[config.mk]
export PLATFORM = sky130hd
export DESIGN_NAME = gcr_sector_data_unscramble_flat
export DESIGN_NICKNAME = d
export VERILOG_FILES = /design/src/rtl/gsdu_pkg.sv /design/src/rtl/gsdu_stream_if.sv /design/src/rtl/gsdu_in_stage.sv /design/src/rtl/gsdu_core.sv /design/src/rtl/gsdu_out_stage.sv /design/src/rtl/gcr_sector_data_unscramble.sv /design/src/flat_wrapper.sv
export SDC_FILE = /design/constraint.sdc
export NUM_CORES = 1
export LEC_CHECK = 0
export ABC_AREA = 1
export BUFFER_PORTS_ARGS = -buffer_cell sky130_fd_sc_hd__buf_2
export CAP_MARGIN = 25
export CORE_ASPECT_RATIO = 1.4
export CORE_MARGIN = 8
export CORE_UTILIZATION = 35
export DETAILED_ROUTE_END_ITERATION = 8
export PLACE_DENSITY_LB_ADDON = 0.3
export RECOVER_POWER = 25
export SETUP_SLACK_MARGIN = 0.3
export SLEW_MARGIN = 10
export SYNTH_ARGS = -nofsm -noshare
export SYNTH_HDL_FRONTEND = slang
export SYNTH_SLANG_ARGS = --single-unit
[constraint.sdc]
create_clock -name clk_i -period 1.4 [get_ports clk_i]
set_input_delay 0.21 -clock clk_i [delete_from_list [all_inputs] [get_ports clk_i]]
set_output_delay 0.21 -clock clk_i [all_outputs]
set_load 0.05 [all_outputs]
[src/rtl/gsdu_pkg.sv]
// Shared types and constants for the GCR sector data unscrambler.
package gsdu_pkg;

  localparam int unsigned NibbleW   = 6;
  localparam int unsigned ByteW     = 8;
  localparam int unsigned SumW      = 9;
  localparam int unsigned PosW      = 10;

  // Sector layout: 174 full groups of four, one short group, four checks.
  localparam int unsigned NumGroups = 174;
  localparam logic [PosW-1:0] DataValues   = PosW'(4 * NumGroups + 3);
  localparam logic [PosW-1:0] SectorValues = PosW'(4 * NumGroups + 7);
  localparam logic [PosW-1:0] CheckTopPos  = DataValues;
  localparam logic [PosW-1:0] CheckCPos    = PosW'(4 * NumGroups + 4);
  localparam logic [PosW-1:0] CheckBPos    = PosW'(4 * NumGroups + 5);
  localparam logic [PosW-1:0] CheckAPos    = PosW'(4 * NumGroups + 6);

  // Place of a value within its group.
  typedef enum logic [1:0] {
    SlotTop = 2'd0,
    SlotA   = 2'd1,
    SlotB   = 2'd2,
    SlotC   = 2'd3
  } slot_e;

  typedef struct packed {
    logic [NibbleW-1:0] nibble;
    logic               start_req;
  } in_item_t;

  typedef struct packed {
    logic             is_status;
    logic [ByteW-1:0] data_byte;
    logic             checksum_ok;
    logic             last;
  } out_item_t;

endpackage

[src/rtl/gsdu_stream_if.sv]
// Valid/ready stream interface carrying one payload struct per transfer.
interface gsdu_stream_if #(
  parameter type payload_t = logic
);
  logic     valid;
  logic     ready;
  payload_t data;

  modport source (output valid, output data, input ready);
  modport sink   (input valid, input data, output ready);
endinterface

[src/rtl/gsdu_in_stage.sv]
// Input register: captures one incoming value and holds it until the core takes it.
module gsdu_in_stage (
  input  logic                clk_i,
  input  logic                rst_ni,
  gsdu_stream_if.sink         in_i,
  input  logic                advance_i,
  output logic                valid_o,
  output gsdu_pkg::in_item_t  item_o
);
  import gsdu_pkg::*;

  logic     valid_q, valid_d;
  in_item_t item_q;
  logic     take;

  assign in_i.ready = !valid_q || advance_i;
  assign take       = in_i.valid && in_i.ready;
  assign valid_d    = take ? 1'b1 : (advance_i ? 1'b0 : valid_q);

  always_ff @(posedge clk_i or negedge rst_ni) begin
    if (!rst_ni) begin
      valid_q <= 1'b0;
    end else begin
      valid_q <= valid_d;
    end
  end

  always_ff @(posedge clk_i) begin
    if (take) begin
      item_q <= in_i.data;
    end
  end

  assign valid_o = valid_q;
  assign item_o  = item_q;
endmodule

[src/rtl/gsdu_core.sv]
// Sector state and unscramble logic: rebuilds bytes, updates the running sums, checks.
module gsdu_core (
  input  logic                clk_i,
  input  logic                rst_ni,
  input  logic                step_i,
  input  gsdu_pkg::in_item_t  item_i,
  output logic                res_valid_o,
  output gsdu_pkg::out_item_t res_o
);
  import gsdu_pkg::*;

  logic [SumW-1:0]    sum_a_q, sum_a_d, sum_b_q, sum_b_d, sum_c_q, sum_c_d;
  logic [NibbleW-1:0] top_q, top_d;
  logic [PosW-1:0]    pos_q, pos_d;
  logic               match_q, match_d;

  // Values seen after an optional start-of-sector clear
  logic [SumW-1:0]    sa, sb, sc;
  logic [NibbleW-1:0] top;
  logic [PosW-1:0]    pos;
  logic               match;
  logic [ByteW-1:0]   byte_in, val;
  logic [NibbleW-1:0] expected;
  logic               match_next;
  slot_e              slot;

  always_comb begin
    sa    = item_i.start_req ? '0 : sum_a_q;
    sb    = item_i.start_req ? '0 : sum_b_q;
    sc    = item_i.start_req ? '0 : sum_c_q;
    top   = item_i.start_req ? '0 : top_q;
    pos   = item_i.start_req ? '0 : pos_q;
    match = item_i.start_req ? 1'b1 : match_q;
  end

  assign slot = slot_e'(pos[1:0]);

  always_comb begin
    unique case (pos)
      CheckTopPos: expected = {sc[7:6], sb[7:6], sa[7:6]};
      CheckCPos:   expected = sc[5:0];
      CheckBPos:   expected = sb[5:0];
      default:     expected = sa[5:0];
    endcase
  end

  assign match_next = match && (item_i.nibble == expected);

  always_comb begin
    sum_a_d     = sa;
    sum_b_d     = sb;
    sum_c_d     = sc;
    top_d       = top;
    pos_d       = pos;
    match_d     = match;
    byte_in     = '0;
    val         = '0;
    res_valid_o = 1'b0;
    res_o       = '0;

    if (pos < SectorValues) begin
      pos_d = pos + PosW'(1);
      if (pos < DataValues) begin
        unique case (slot)
          SlotTop: begin
            top_d = item_i.nibble;
          end
          SlotA: begin
            // Rotate sum_a left through its byte; the carry feeds sum_c
            byte_in = {top[5:4], item_i.nibble};
            val     = byte_in ^ {sa[6:0], sa[7]};
            sum_a_d = {1'b0, sa[6:0], sa[7]};
            sum_c_d = sc + SumW'(val) + SumW'(sa[7]);
          end
          SlotB: begin
            byte_in = {top[3:2], item_i.nibble};
            val     = byte_in ^ sc[7:0];
            sum_b_d = sb + SumW'(val) + SumW'(sc[8]);
            sum_c_d = {1'b0, sc[7:0]};
          end
          SlotC: begin
            byte_in = {top[1:0], item_i.nibble};
            val     = byte_in ^ sb[7:0];
            sum_a_d = sa + SumW'(val) + SumW'(sb[8]);
            sum_b_d = {1'b0, sb[7:0]};
          end
          default: begin
            top_d = top;
          end
        endcase
        res_valid_o     = (slot != SlotTop);
        res_o.data_byte = val;
      end else begin
        match_d = match_next;
        if (pos == CheckAPos) begin
          res_valid_o       = 1'b1;
          res_o.is_status   = 1'b1;
          res_o.checksum_ok = match_next;
          res_o.last        = 1'b1;
        end
      end
    end
  end

  always_ff @(posedge clk_i or negedge rst_ni) begin
    if (!rst_ni) begin
      sum_a_q <= '0;
      sum_b_q <= '0;
      sum_c_q <= '0;
      top_q   <= '0;
      pos_q   <= '0;
      match_q <= 1'b1;
    end else if (step_i) begin
      sum_a_q <= sum_a_d;
      sum_b_q <= sum_b_d;
      sum_c_q <= sum_c_d;
      top_q   <= top_d;
      pos_q   <= pos_d;
      match_q <= match_d;
    end
  end
endmodule

[src/rtl/gsdu_out_stage.sv]
// Result register: holds one result until the downstream side takes it.
module gsdu_out_stage (
  input  logic                clk_i,
  input  logic                rst_ni,
  input  logic                load_i,
  input  gsdu_pkg::out_item_t item_i,
  output logic                free_o,
  gsdu_stream_if.source       out_o
);
  import gsdu_pkg::*;

  logic      valid_q, valid_d;
  out_item_t item_q;

  assign free_o  = !valid_q || out_o.ready;
  assign valid_d = load_i ? 1'b1 : (out_o.ready ? 1'b0 : valid_q);

  always_ff @(posedge clk_i or negedge rst_ni) begin
    if (!rst_ni) begin
      valid_q <= 1'b0;
    end else begin
      valid_q <= valid_d;
    end
  end

  always_ff @(posedge clk_i) begin
    if (load_i) begin
      item_q <= item_i;
    end
  end

  assign out_o.valid = valid_q;
  assign out_o.data  = item_q;
endmodule

[src/rtl/gcr_sector_data_unscramble.sv]
// Top level of the GCR 6-and-2 sector data unscrambler.
// Takes one decoded 6-bit value per transfer, 703 per sector (start_req marks the
// first), and returns 524 unscrambled data bytes followed by one status result that
// carries checksum_ok and last. One value is accepted every clock cycle; each
// result is offered on out_o once its value has passed the input register and then
// the result register. The rate is set by the update of the three running sums, which
// each value reads and writes. Top-bits values, the first three check values and
// values past the end of a sector produce no result.
// Backpressure on the result side stalls the input once both registers are full.
module gcr_sector_data_unscramble (
  input  logic        clk_i,
  input  logic        rst_ni,
  gsdu_stream_if.sink   in_i,
  gsdu_stream_if.source out_o
);
  import gsdu_pkg::*;

  logic      s1_valid;
  in_item_t  s1_item;
  logic      out_free;
  logic      advance;
  logic      step;
  logic      res_valid;
  out_item_t res;

  assign advance = out_free;
  assign step    = s1_valid && advance;

  gsdu_in_stage u_in_stage (
    .clk_i     (clk_i),
    .rst_ni    (rst_ni),
    .in_i      (in_i),
    .advance_i (advance),
    .valid_o   (s1_valid),
    .item_o    (s1_item)
  );

  gsdu_core u_core (
    .clk_i       (clk_i),
    .rst_ni      (rst_ni),
    .step_i      (step),
    .item_i      (s1_item),
    .res_valid_o (res_valid),
    .res_o       (res)
  );

  gsdu_out_stage u_out_stage (
    .clk_i  (clk_i),
    .rst_ni (rst_ni),
    .load_i (step && res_valid),
    .item_i (res),
    .free_o (out_free),
    .out_o  (out_o)
  );
endmodule
[src/flat_wrapper.sv]
// flat-port wrapper written by rule: the top's interface ports become plain ports
module gcr_sector_data_unscramble_flat import gsdu_pkg::*;
  (clk_i, rst_ni, in_i_valid, in_i_data, in_i_ready, out_o_valid, out_o_data, out_o_ready);
  gsdu_stream_if in_i_i ();
  gsdu_stream_if out_o_i ();
  input  logic clk_i;
  input  logic rst_ni;
  input wire logic [$bits(in_i_i.valid)-1:0] in_i_valid;
  input wire logic [$bits(in_i_i.data)-1:0] in_i_data;
  output wire logic [$bits(in_i_i.ready)-1:0] in_i_ready;
  output wire logic [$bits(out_o_i.valid)-1:0] out_o_valid;
  output wire logic [$bits(out_o_i.data)-1:0] out_o_data;
  input wire logic [$bits(out_o_i.ready)-1:0] out_o_ready;
  assign in_i_i.valid = in_i_valid;
  assign in_i_i.data = in_i_data;
  assign in_i_ready = in_i_i.ready;
  assign out_o_valid = out_o_i.valid;
  assign out_o_data = out_o_i.data;
  assign out_o_i.ready = out_o_ready;
  gcr_sector_data_unscramble u_core (.clk_i(clk_i), .rst_ni(rst_ni), .in_i(in_i_i), .out_o(out_o_i));
endmodule
==> results.yml, run 1 <==
yosys:
  ys_types: 18
  yosysMostFrequentCell: "nand2_1"
  synth_edf_count: 2
  synth_ff_type: "dfrtp_1"
  synth_xor_xnor_area_share_pct: 0.9272
  synth_top_family_by_area: "simple AND/OR/NAND/NOR gates"
  synth.cell_area_um2: 944.7
  synth_top_area_share_pct: 31.79
  synth_compound_area_share_pct: 1.854
  synth.avg_cell_area_um2: 6.700
  synth_common_cells: "42 x nand2_1, 26 x inv_1, 18 x nand3_1, 15 x nor2_1, 12 x dfrtp_1"
  synthAdderAreaFrac_pct: 3.974
  synth_area_leader_cell: "dfrtp_1"
  synthMuxAreaShare_pct: 0
  ys.warnings.count: 0
  synthSimpleGateAreaFrac_pct: 43.05
  synthTopCellsByArea: "dfrtp_1 32%, nand2_1 17%, inv_1 10%"
  yosysSeqAreaShare_pct: 38.15
  ys_async_sr_fraction_pct: 85.71
  ys_seq_elements: 14
  synth_fp_nets: 149
  syn-instance-count: 141
pwr:
  vdd_ir_drop_max_mv: 0.9066
  internal-power_uw: 924.9
  p_per_area_nw_per_um2: 1031
  clockPowerShare_pct: 20.8
  switchingPower_uw: 589.8
  seqPwrFrac_pct: 35.7
  swShare_pct: 38.94
  combPwrFrac_pct: 43.5
  power_uw: 1515
  power.leakage_uw: 0.0007776
sta:
  finalCritPeriodShare_pct: 117.7
  finalSetupTns_ns: -2.176
  finalCriticalPeriod_ns: 1.648
  tightest_slew_ns: 0.6840
  fin_skew_ns: 0.002777
  setup_violations: 13
  fmax_mhz: 606.8
  slew_viol_final: 0
  hold_violations: 0
  setup_ws_ns: -0.2479
  rsz0062_at_grt: "yes"
  relSlewSlack_pct: 54.40
placed_design:
  place_area_um2: 1214
  place_congestion: 0.9276
  portBuffers: 7
  dp_hpwl_um: 1927
grt:
  met3_usage_pct: 3.135
  grt_use_met1_pct: 11.95
  grt_start_max_net_pins: 13
  grt.busiest_layer: "met2"
  grt_pass1_vias: 1113
  antenna_found_initial: 0
  track_usage_pct: 12.61
  grt_util_met2_pct: 23.94
  overflow: 0
  grt_pass1_wl_um: 4643
run:
  drv_cap: 0
outcome:
  violations: "setup timing"
  status: "complete, but fails checks"
finish:
  nNetsFinal: 192
  stdcell_area_um2: 1469
  n_antenna_cell: 0
  drive_above_1_share_pct: 40.44
  area_growth_pct: 55.50
  fillers: 247
routing:
  vias: 1075
  wl_per_cell_um: 13.05
  drt_pass1_iterations: 4
  postRouteAntennaNets: 0
  via_per_inst: 4.909
  remaining_drc_errors: 0
  wl_um: 2858
  drt_iter0_drc: 44
floorplanning:
  core_area_um2: 2587
  die_h_um: 77.47
  die_area_um2: 4641
  ios: 8
  die_w_um: 59.91
  num_rows: 22
  start_util_pct: 36.51
worst_setup_path:
  critPathLaunchType: "flip-flop"
  arrival_ns: 1.72
  crit_required_ns: 1.47
  worst-path-max-fanout: 5
  r2r_slack_ns: -0.25
  crit_type: "flip-flop to flip-flop"
  crit_path_end_kind: "flip-flop"
clock_tree:
  path_clk_slew_ns: 0.10
  cts.sinks: 14
  cts_buffers: 3
  cts_root_buffer: "clkbuf_4"
  clk_latency_ns: 0.29
  cts_tree: "yes"
  h-tree-depth: 1
  clockBufferDepth: 2
min_path:
  hold_path.class: "primary input to flip-flop"
-- metrics by stage --
stage	setup WS, ns	hold WS (ns)	instances	util, %
3_5_place_dp	-0.2430	0.1090	205	46.91
5_1_grt	-0.3378	0.07785	219	56.77
4_1_cts	-0.1870	0.08918	217	53.97
2_1_floorplan	-0.06585	-0.08559	141	-
6_report	-0.2479	0.08966	219	56.77
3_3_place_gp	-0.2142	0.1058	205	46.91
-- metal layers --
layer,vias up,part of all wire [%]
met4,0,3.4
met2,48,54
met3,14,6.1
met1,489,36
li1,524,-
met5,-,0
-- cell families after synthesis --
group           count (synthesis)
buf+inv                        30
simple gates                   90
compound gates                  3
flops                          14
xor+xnor                        1
fa+ha+maj                       3
-- placed cells by master, fill, tap and decap left out --
cell	n
dlygate4sd3_1	1
clkbuf_8	1
inv_1	24
nor2_2	5
ha_2	1
edfxtp_1	2
a21oi_2	1
nand2_2	5
ha_1	1
dfrtp_1	11
ha_4	1
nand3_2	4
xnor2_1	1
nand4_1	8
dfrtp_2	1
nand2_4	2
nand2_1	40
buf_4	27
inv_2	5
o21bai_1	1
o21ai_1	1
clkbuf_4	3
buf_6	5
buf_8	2
nand3_4	3
nand3_1	12
buf_2	3
clkbuf_1	1
nor2_4	5
nor2_1	6
-- sequential cells by signal, indices dropped and copies added, names as in the netlist --
name                            flops
u_core.u_core.pos_q                10
u_core.u_out_stage.out_o.data       1
u_core.u_out_stage.out_o.valid      1
u_core.u_in_stage.item_o            1
u_core.u_in_stage.valid_o           1
-- layout make-up --
cell class	instances	area [um^2]	share of cell area, %
multi-input cells	97	599.3	40.80
flip-flops and latches	14	361.6	24.62
repair buffers	39	317.8	21.64
inverters	29	108.9	7.411
well taps	36	45.04	3.066
clock buffers	4	36.28	2.470
-- power by group through the flow --
stage                     registers (uW)  logic, uW  clock network (uW)
after floorplan                      602        250                   0
after global placement               533        492                   0
after detailed placement             536        497                   0
after CTS                            536        624                 312
after global routing                 547        715                 334
final                                541        659                 315
-- repair_timing --
item	CTS	global route
setup endpoints to repair	16	17
pin swaps	6	7
resized for setup	23	14
hold endpoints to repair	12	0
setup buffers	7	2
hold buffers	1	0
-- critical path: stages, from the launching register on --
cell and delay (ns):
edfxtp_1 0.54, nor2_4 0.20, ha_4 0.19, nand3_2 0.07
nor2_2 0.13, a21oi_2 0.07, nand2_1 0.06, nand2_1 0.05
nand2_1 0.07, inv_1 0.05
-- final timing paths --
path,from,cells after the start,end
max,u_core.u_in_stage.item_o[0],9,u_core.u_out_stage.out_o.data
min reg2reg,u_core.u_core.pos_q[9],2,u_core.u_core.pos_q[9]
min in group asynchronous,rst_ni,2,u_core.u_core.pos_q[2]
max in group asynchronous,rst_ni,2,u_core.u_out_stage.out_o.valid
min,in_i_data,1,u_core.u_in_stage.item_o[0]
max reg2reg,u_core.u_in_stage.item_o[0],9,u_core.u_out_stage.out_o.data
No activity file was read; power rests on OpenSTA's default activity.
==> run 2: changes to the inputs <==
Settings changed: CORE_MARGIN 8 to not set.
==> results.yml, run 2 (synthesis gave the netlist of run 1 again) <==
sta:
  fin_skew_ns: 0.002193
  tightest_slew_ns: 0.6883
  finalCritPeriodShare_pct: 119.9
  finalSetupTns_ns: -2.878
  slew_viol_final: 0
  finalCriticalPeriod_ns: 1.679
  setup_violations: 13
  fin_worst_hold_slack_ns: 0.08143
  fmax_mhz: 595.6
  hold_violations: 0
  rsz0062_at_grt: "yes"
  setup_ws_ns: -0.2789
  relSlewSlack_pct: 54.12
clock_tree:
  cts_root_buffer: "clkbuf_4"
  path_clk_slew_ns: 0.10
  clockBufferDepth: 2
  clk_latency_ns: 0.30
  cts.sinks: 14
  cts_buffers: 3
  cts_tree: "yes"
  h-tree-depth: 1
worst_setup_path:
  arrival_ns: 1.76
  r2r_slack_ns: -0.28
  crit_required_ns: 1.48
  critPathLaunchType: "flip-flop"
  rr_startpoint: "u_core.u_in_stage.item_o[0]"
  worst-path-max-fanout: 6
  ff2ff_path_depth: 9
  crit_path_end_kind: "flip-flop"
  crit_type: "flip-flop to flip-flop"
  reg2reg_to: "u_core.u_out_stage.out_o.data"
floorplanning:
  die_area_um2: 2914
  core_area_um2: 2470
  die_w_um: 45.91
  ios: 8
  die_h_um: 63.47
  start_util_pct: 38.25
  num_rows: 21
pwr:
  swShare_pct: 39.01
  vdd_ir_drop_max_mv: 0.8966
  internal-power_uw: 977.6
  power.leakage_uw: 0.0007985
  seqPwrFrac_pct: 33.0
  p_per_area_nw_per_um2: 1005
  switchingPower_uw: 625.4
  combPwrFrac_pct: 47.2
  clockPowerShare_pct: 19.8
finish:
  fillers: 205
  n_antenna_cell: 0
  area_growth_pct: 68.87
  mostFrequentLayoutCells: "36 x nand2_1, 27 x buf_4, 22 x inv_1"
  instances_no_fill: 222
  max_flop_register: "u_core.u_core.pos_q"
  largest_register_ffs: 10
  nNetsFinal: 197
  drive_above_1_share_pct: 47.87
  final_common_cell: "nand2_1"
routing:
  vias: 1099
  drt_pass1_iterations: 4
  postRouteAntennaNets: 0
  remaining_drc_errors: 0
  via_per_inst: 4.950
  drt_iter0_drc: 48
  wl_um: 3065
  wl_per_cell_um: 13.81
placed_design:
  dpl_worst_slack_ns: -0.2243
  dp_hpwl_um: 1884
  place_congestion: 0.9221
  portBuffers: 7
  dp.cells: 204
outcome:
  violations: "setup timing"
  status: "complete, but fails checks"
grt:
  overflow: 0
  grt_pass1_wl_um: 4574
  track_usage_pct: 21.42
  grt_start_max_net_pins: 13
  antenna_found_initial: 0
  grt_pass1_vias: 1075
min_path:
  hold_path.class: "primary input to flip-flop"
  hold_end: "u_core.u_in_stage.item_o[0]"
  hold_start: "in_i_data"
  hold-path-cell-count: 1
run:
  drv_cap: 0
## run 2: critical path, cell delays in order, from the launching register on
cell and delay, ns:
edfxtp_1 0.56, buf_4 0.21, nor2_2 0.15, nand3_2 0.11, nor2_2 0.14, nor2_1 0.06, nand2_1 0.06, nand2_1 0.05
nand2_1 0.07, inv_1 0.05
## run 2: how the worst max path moves through the flow
| stage | start | to |
|---|---|---|
| global placement | u_core.u_in_stage.item_o[0] | u_core.u_out_stage.out_o.data |
| detailed placement | u_core.u_in_stage.item_o[0] | u_core.u_out_stage.out_o.data |
| finish | u_core.u_in_stage.item_o[0] | u_core.u_out_stage.out_o.data |
| floorplan | u_core.u_in_stage.item_o[0] | u_core.u_out_stage.out_o.data |
| CTS | u_core.u_in_stage.item_o[0] | u_core.u_out_stage.out_o.data |
| global route | u_core.u_in_stage.item_o[0] | u_core.u_out_stage.out_o.data |
## run 2: what timing repair did
action / 4_1_cts / 5_1_grt
endpoints found under the hold margin: 12 / 0
gates resized for setup: 41 / 19
hold buffers: 1 / 0
pin swaps: 12 / 12
gates cloned: 0 / 0
endpoints found under the setup margin: 16 / 17
buffers inserted: 7 / 6
## run 2: per-layer routing
layer	wire [um]	vias to the layer above	part of all wire (%)	track usage, %
met5	0	-	0	0
met1	1143	509	37	24.37
met3	113	12	3.7	2.865
li1	-	534	-	-
met4	110	0	3.6	9.926
met2	1698	44	55	37.15
## run 2: layout make-up
type | instances | area [um^2] | share of cell area (%)
inverters | 29 | 108.9 | 6.824
clock buffers | 4 | 36.28 | 2.275
repair buffers | 44 | 374.1 | 23.45
well taps | 34 | 42.54 | 2.667
multi-input cells | 97 | 671.9 | 42.12
flip-flops and latches | 14 | 361.6 | 22.67
## run 2: power by group through the flow
stage | clock network [uW] | registers [uW] | logic (uW)
after detailed placement | 0 | 524 | 524
after floorplan | 0 | 602 | 250
after global placement | 0 | 524 | 513
after CTS | 319 | 522 | 702
after global routing | 332 | 534 | 816
final | 318 | 528 | 757
## run 2: stage by stage
stage               total power (uW)  cell area, um^2  util [%]
floorplan                      851.4            973.4         -
global placement                1037             1219     49.34
detailed placement              1048             1219     49.34
CTS                             1543             1476     59.78
global route                    1682             1595     64.59
finish                          1603             1595     64.59
==> run 3: changes to the inputs <==
Settings changed: CORE_UTILIZATION 35 to 51.
==> results.yml, run 3 (synthesis gave the netlist of run 1 again) <==
outcome:
  status: "complete, but fails checks"
  violations: "setup timing"
min_path:
  hold_start: "in_i_data"
  hold_path.class: "primary input to flip-flop"
worst_setup_path:
  crit_path_end_kind: "flip-flop"
  crit_required_ns: 1.43
  slowest_delay_ns: 0.55
  crit_type: "flip-flop to flip-flop"
  worst-path-max-fanout: 5
  critPathLaunchType: "flip-flop"
  path_cells: "inv_2, nand3_2, nand2_4, nand2_8, inv_2, nor2_1, nand2_1, nand2_1, nand2_2, inv_1"
  critPathBufInv: 3
  startpoint: "u_core.u_in_stage.item_o[0]"
  slowest_stage: "edfxtp_1"
  rr_startpoint: "u_core.u_in_stage.item_o[0]"
  arrival_ns: 1.71
  crit_family: "simple AND/OR/NAND/NOR gates"
placed_design:
  dp_hpwl_um: 1741
  place_congestion: 0.9382
  place_area_um2: 1179
  portBuffers: 7
pwr:
  power_uw: 1479
  p_per_area_nw_per_um2: 997.7
  power.leakage_uw: 0.0007507
  clockPowerShare_pct: 17.4
  swShare_pct: 40.99
  internal-power_uw: 872.8
  switchingPower_uw: 606.4
  vdd_ir_drop_max_mv: 0.8793
  combPwrFrac_pct: 45.9
  seqPwrFrac_pct: 36.7
grt:
  track_usage_pct: 33.99
  grt_start_max_net_pins: 13
  grt_pass1_vias: 1095
  grt_pass1_wl_um: 4754
  antenna_found_initial: 0
  overflow: 0
routing:
  drt_iter0_drc: 69
  postRouteAntennaNets: 0
  via_per_inst: 5.716
  drt_pass1_iterations: 6
  remaining_drc_errors: 0
  wl_um: 3376
  vias: 1149
  wl_per_cell_um: 16.80
finish:
  mostFrequentLayoutCells: "37 x nand2_1, 24 x inv_1, 24 x buf_4"
  area_growth_pct: 56.95
  final_common_cell: "nand2_1"
  nNetsFinal: 190
  n_antenna_cell: 0
  stdcell_area_um2: 1483
  largest_register_ffs: 10
  drive_above_1_share_pct: 43.65
  max_flop_register: "u_core.u_core.pos_q"
sta:
  finalSetupTns_ns: -2.737
  rsz0062_at_grt: "yes"
  finalCritPeriodShare_pct: 119.9
  setup_ws_ns: -0.2790
  finalCriticalPeriod_ns: 1.679
  setup_violations: 13
  relSlewSlack_pct: 53.59
  hold_violations: 0
  fmax_mhz: 595.6
  fin_skew_ns: 0.006809
  tightest_slew_ns: 0.6962
  slew_viol_final: 0
clock_tree:
  h-tree-depth: 1
  path_clk_slew_ns: 0.09
  clockBufferDepth: 2
  cts_tree: "yes"
  cts.sinks: 14
  clk_latency_ns: 0.29
  cts_buffers: 3
  cts_root_buffer: "clkbuf_4"
floorplanning:
  core_area_um2: 1757
  die_area_um2: 2031
  die_h_um: 52.92
  ios: 8
  start_util_pct: 53.77
  num_rows: 18
  die_w_um: 38.38
run:
  drv_cap: 0
[run 3: changes by cell type in the layout (fill, tap and decap cells not counted), sizes merged]
| cell | previous run | this run |
|---|---|---|
| buf | 42 | 35 |
[run 3: cell type report]
| cell class | count | area (um^2) |
|---|---|---|
| sequential | 14 | 362.8 |
| multi-input combinational | 97 | 654.4 |
| inverter | 29 | 111.4 |
| tap | 20 | 25.02 |
| timing repair buffer | 37 | 302.8 |
| fill | 93 | 274.0 |
| clock buffer | 4 | 26.28 |
[run 3: worst register-to-register path: cells and delay by family (launching register included)]
family | cells | cell delay, ns
buf+inv | 3 | 0.23
flops | 1 | 0.55
simple gates | 7 | 0.63
[run 3: worst paths after layout]
check | endpoint | slack [ns] | depth (start not counted)
worst max-delay path | u_core.u_out_stage.out_o.data | -0.28 | 10
worst min register to register | u_core.u_core.pos_q[0] | 0.58 | 3
max in group asynchronous | u_core.u_in_stage.valid_o | 0.46 | 2
worst min-delay path | u_core.u_in_stage.item_o[0] | 0.09 | 1
worst max register to register | u_core.u_out_stage.out_o.data | -0.28 | 10
min in group asynchronous | u_core.u_out_stage.out_o.valid | 0.46 | 2
[run 3: what timing repair did]
action | 4_1_cts | 5_1_grt
endpoints found under the setup margin | 15 | 16
pin swaps | 8 | 7
buffers inserted | 7 | 2
hold buffers | 1 | 0
endpoints found under the hold margin | 12 | 0
resized for setup | 28 | 25
[run 3: through the flow]
step / utilization (%) / setup slack (ns) / hold slack (ns) / std cells
6_report: 84.40 / -0.2790 / 0.09079 / 201
4_1_cts: 78.49 / -0.1984 / 0.08707 / 199
5_1_grt: 84.40 / -0.3637 / 0.08468 / 201
3_5_place_dp: 67.09 / -0.2223 / 0.1105 / 187
2_1_floorplan: - / -0.06585 / -0.08559 / 141
3_3_place_gp: 67.09 / -0.2084 / 0.1095 / 187
[run 3: power by group through the flow]
| stage | registers [uW] | clock network, uW | logic, uW |
|---|---|---|---|
| global route | 548 | 273 | 730 |
| global placement | 538 | 0 | 459 |
| CTS | 538 | 258 | 581 |
| detailed placement | 540 | 0 | 468 |
| floorplan | 602 | 0 | 250 |
| finish | 543 | 257 | 679 |
[run 3: per-layer routing]
layer / vias up / part of all wire (%) / wire (um) / GRT usage, %
li1: 518 / - / - / -
met1: 522 / 33 / 1127 / 38.54
met2: 78 / 51 / 1733 / 57.06
met3: 31 / 7.9 / 267 / 6.303
met4: 0 / 7.3 / 248 / 20.69
met5: - / 0 / 0 / 0
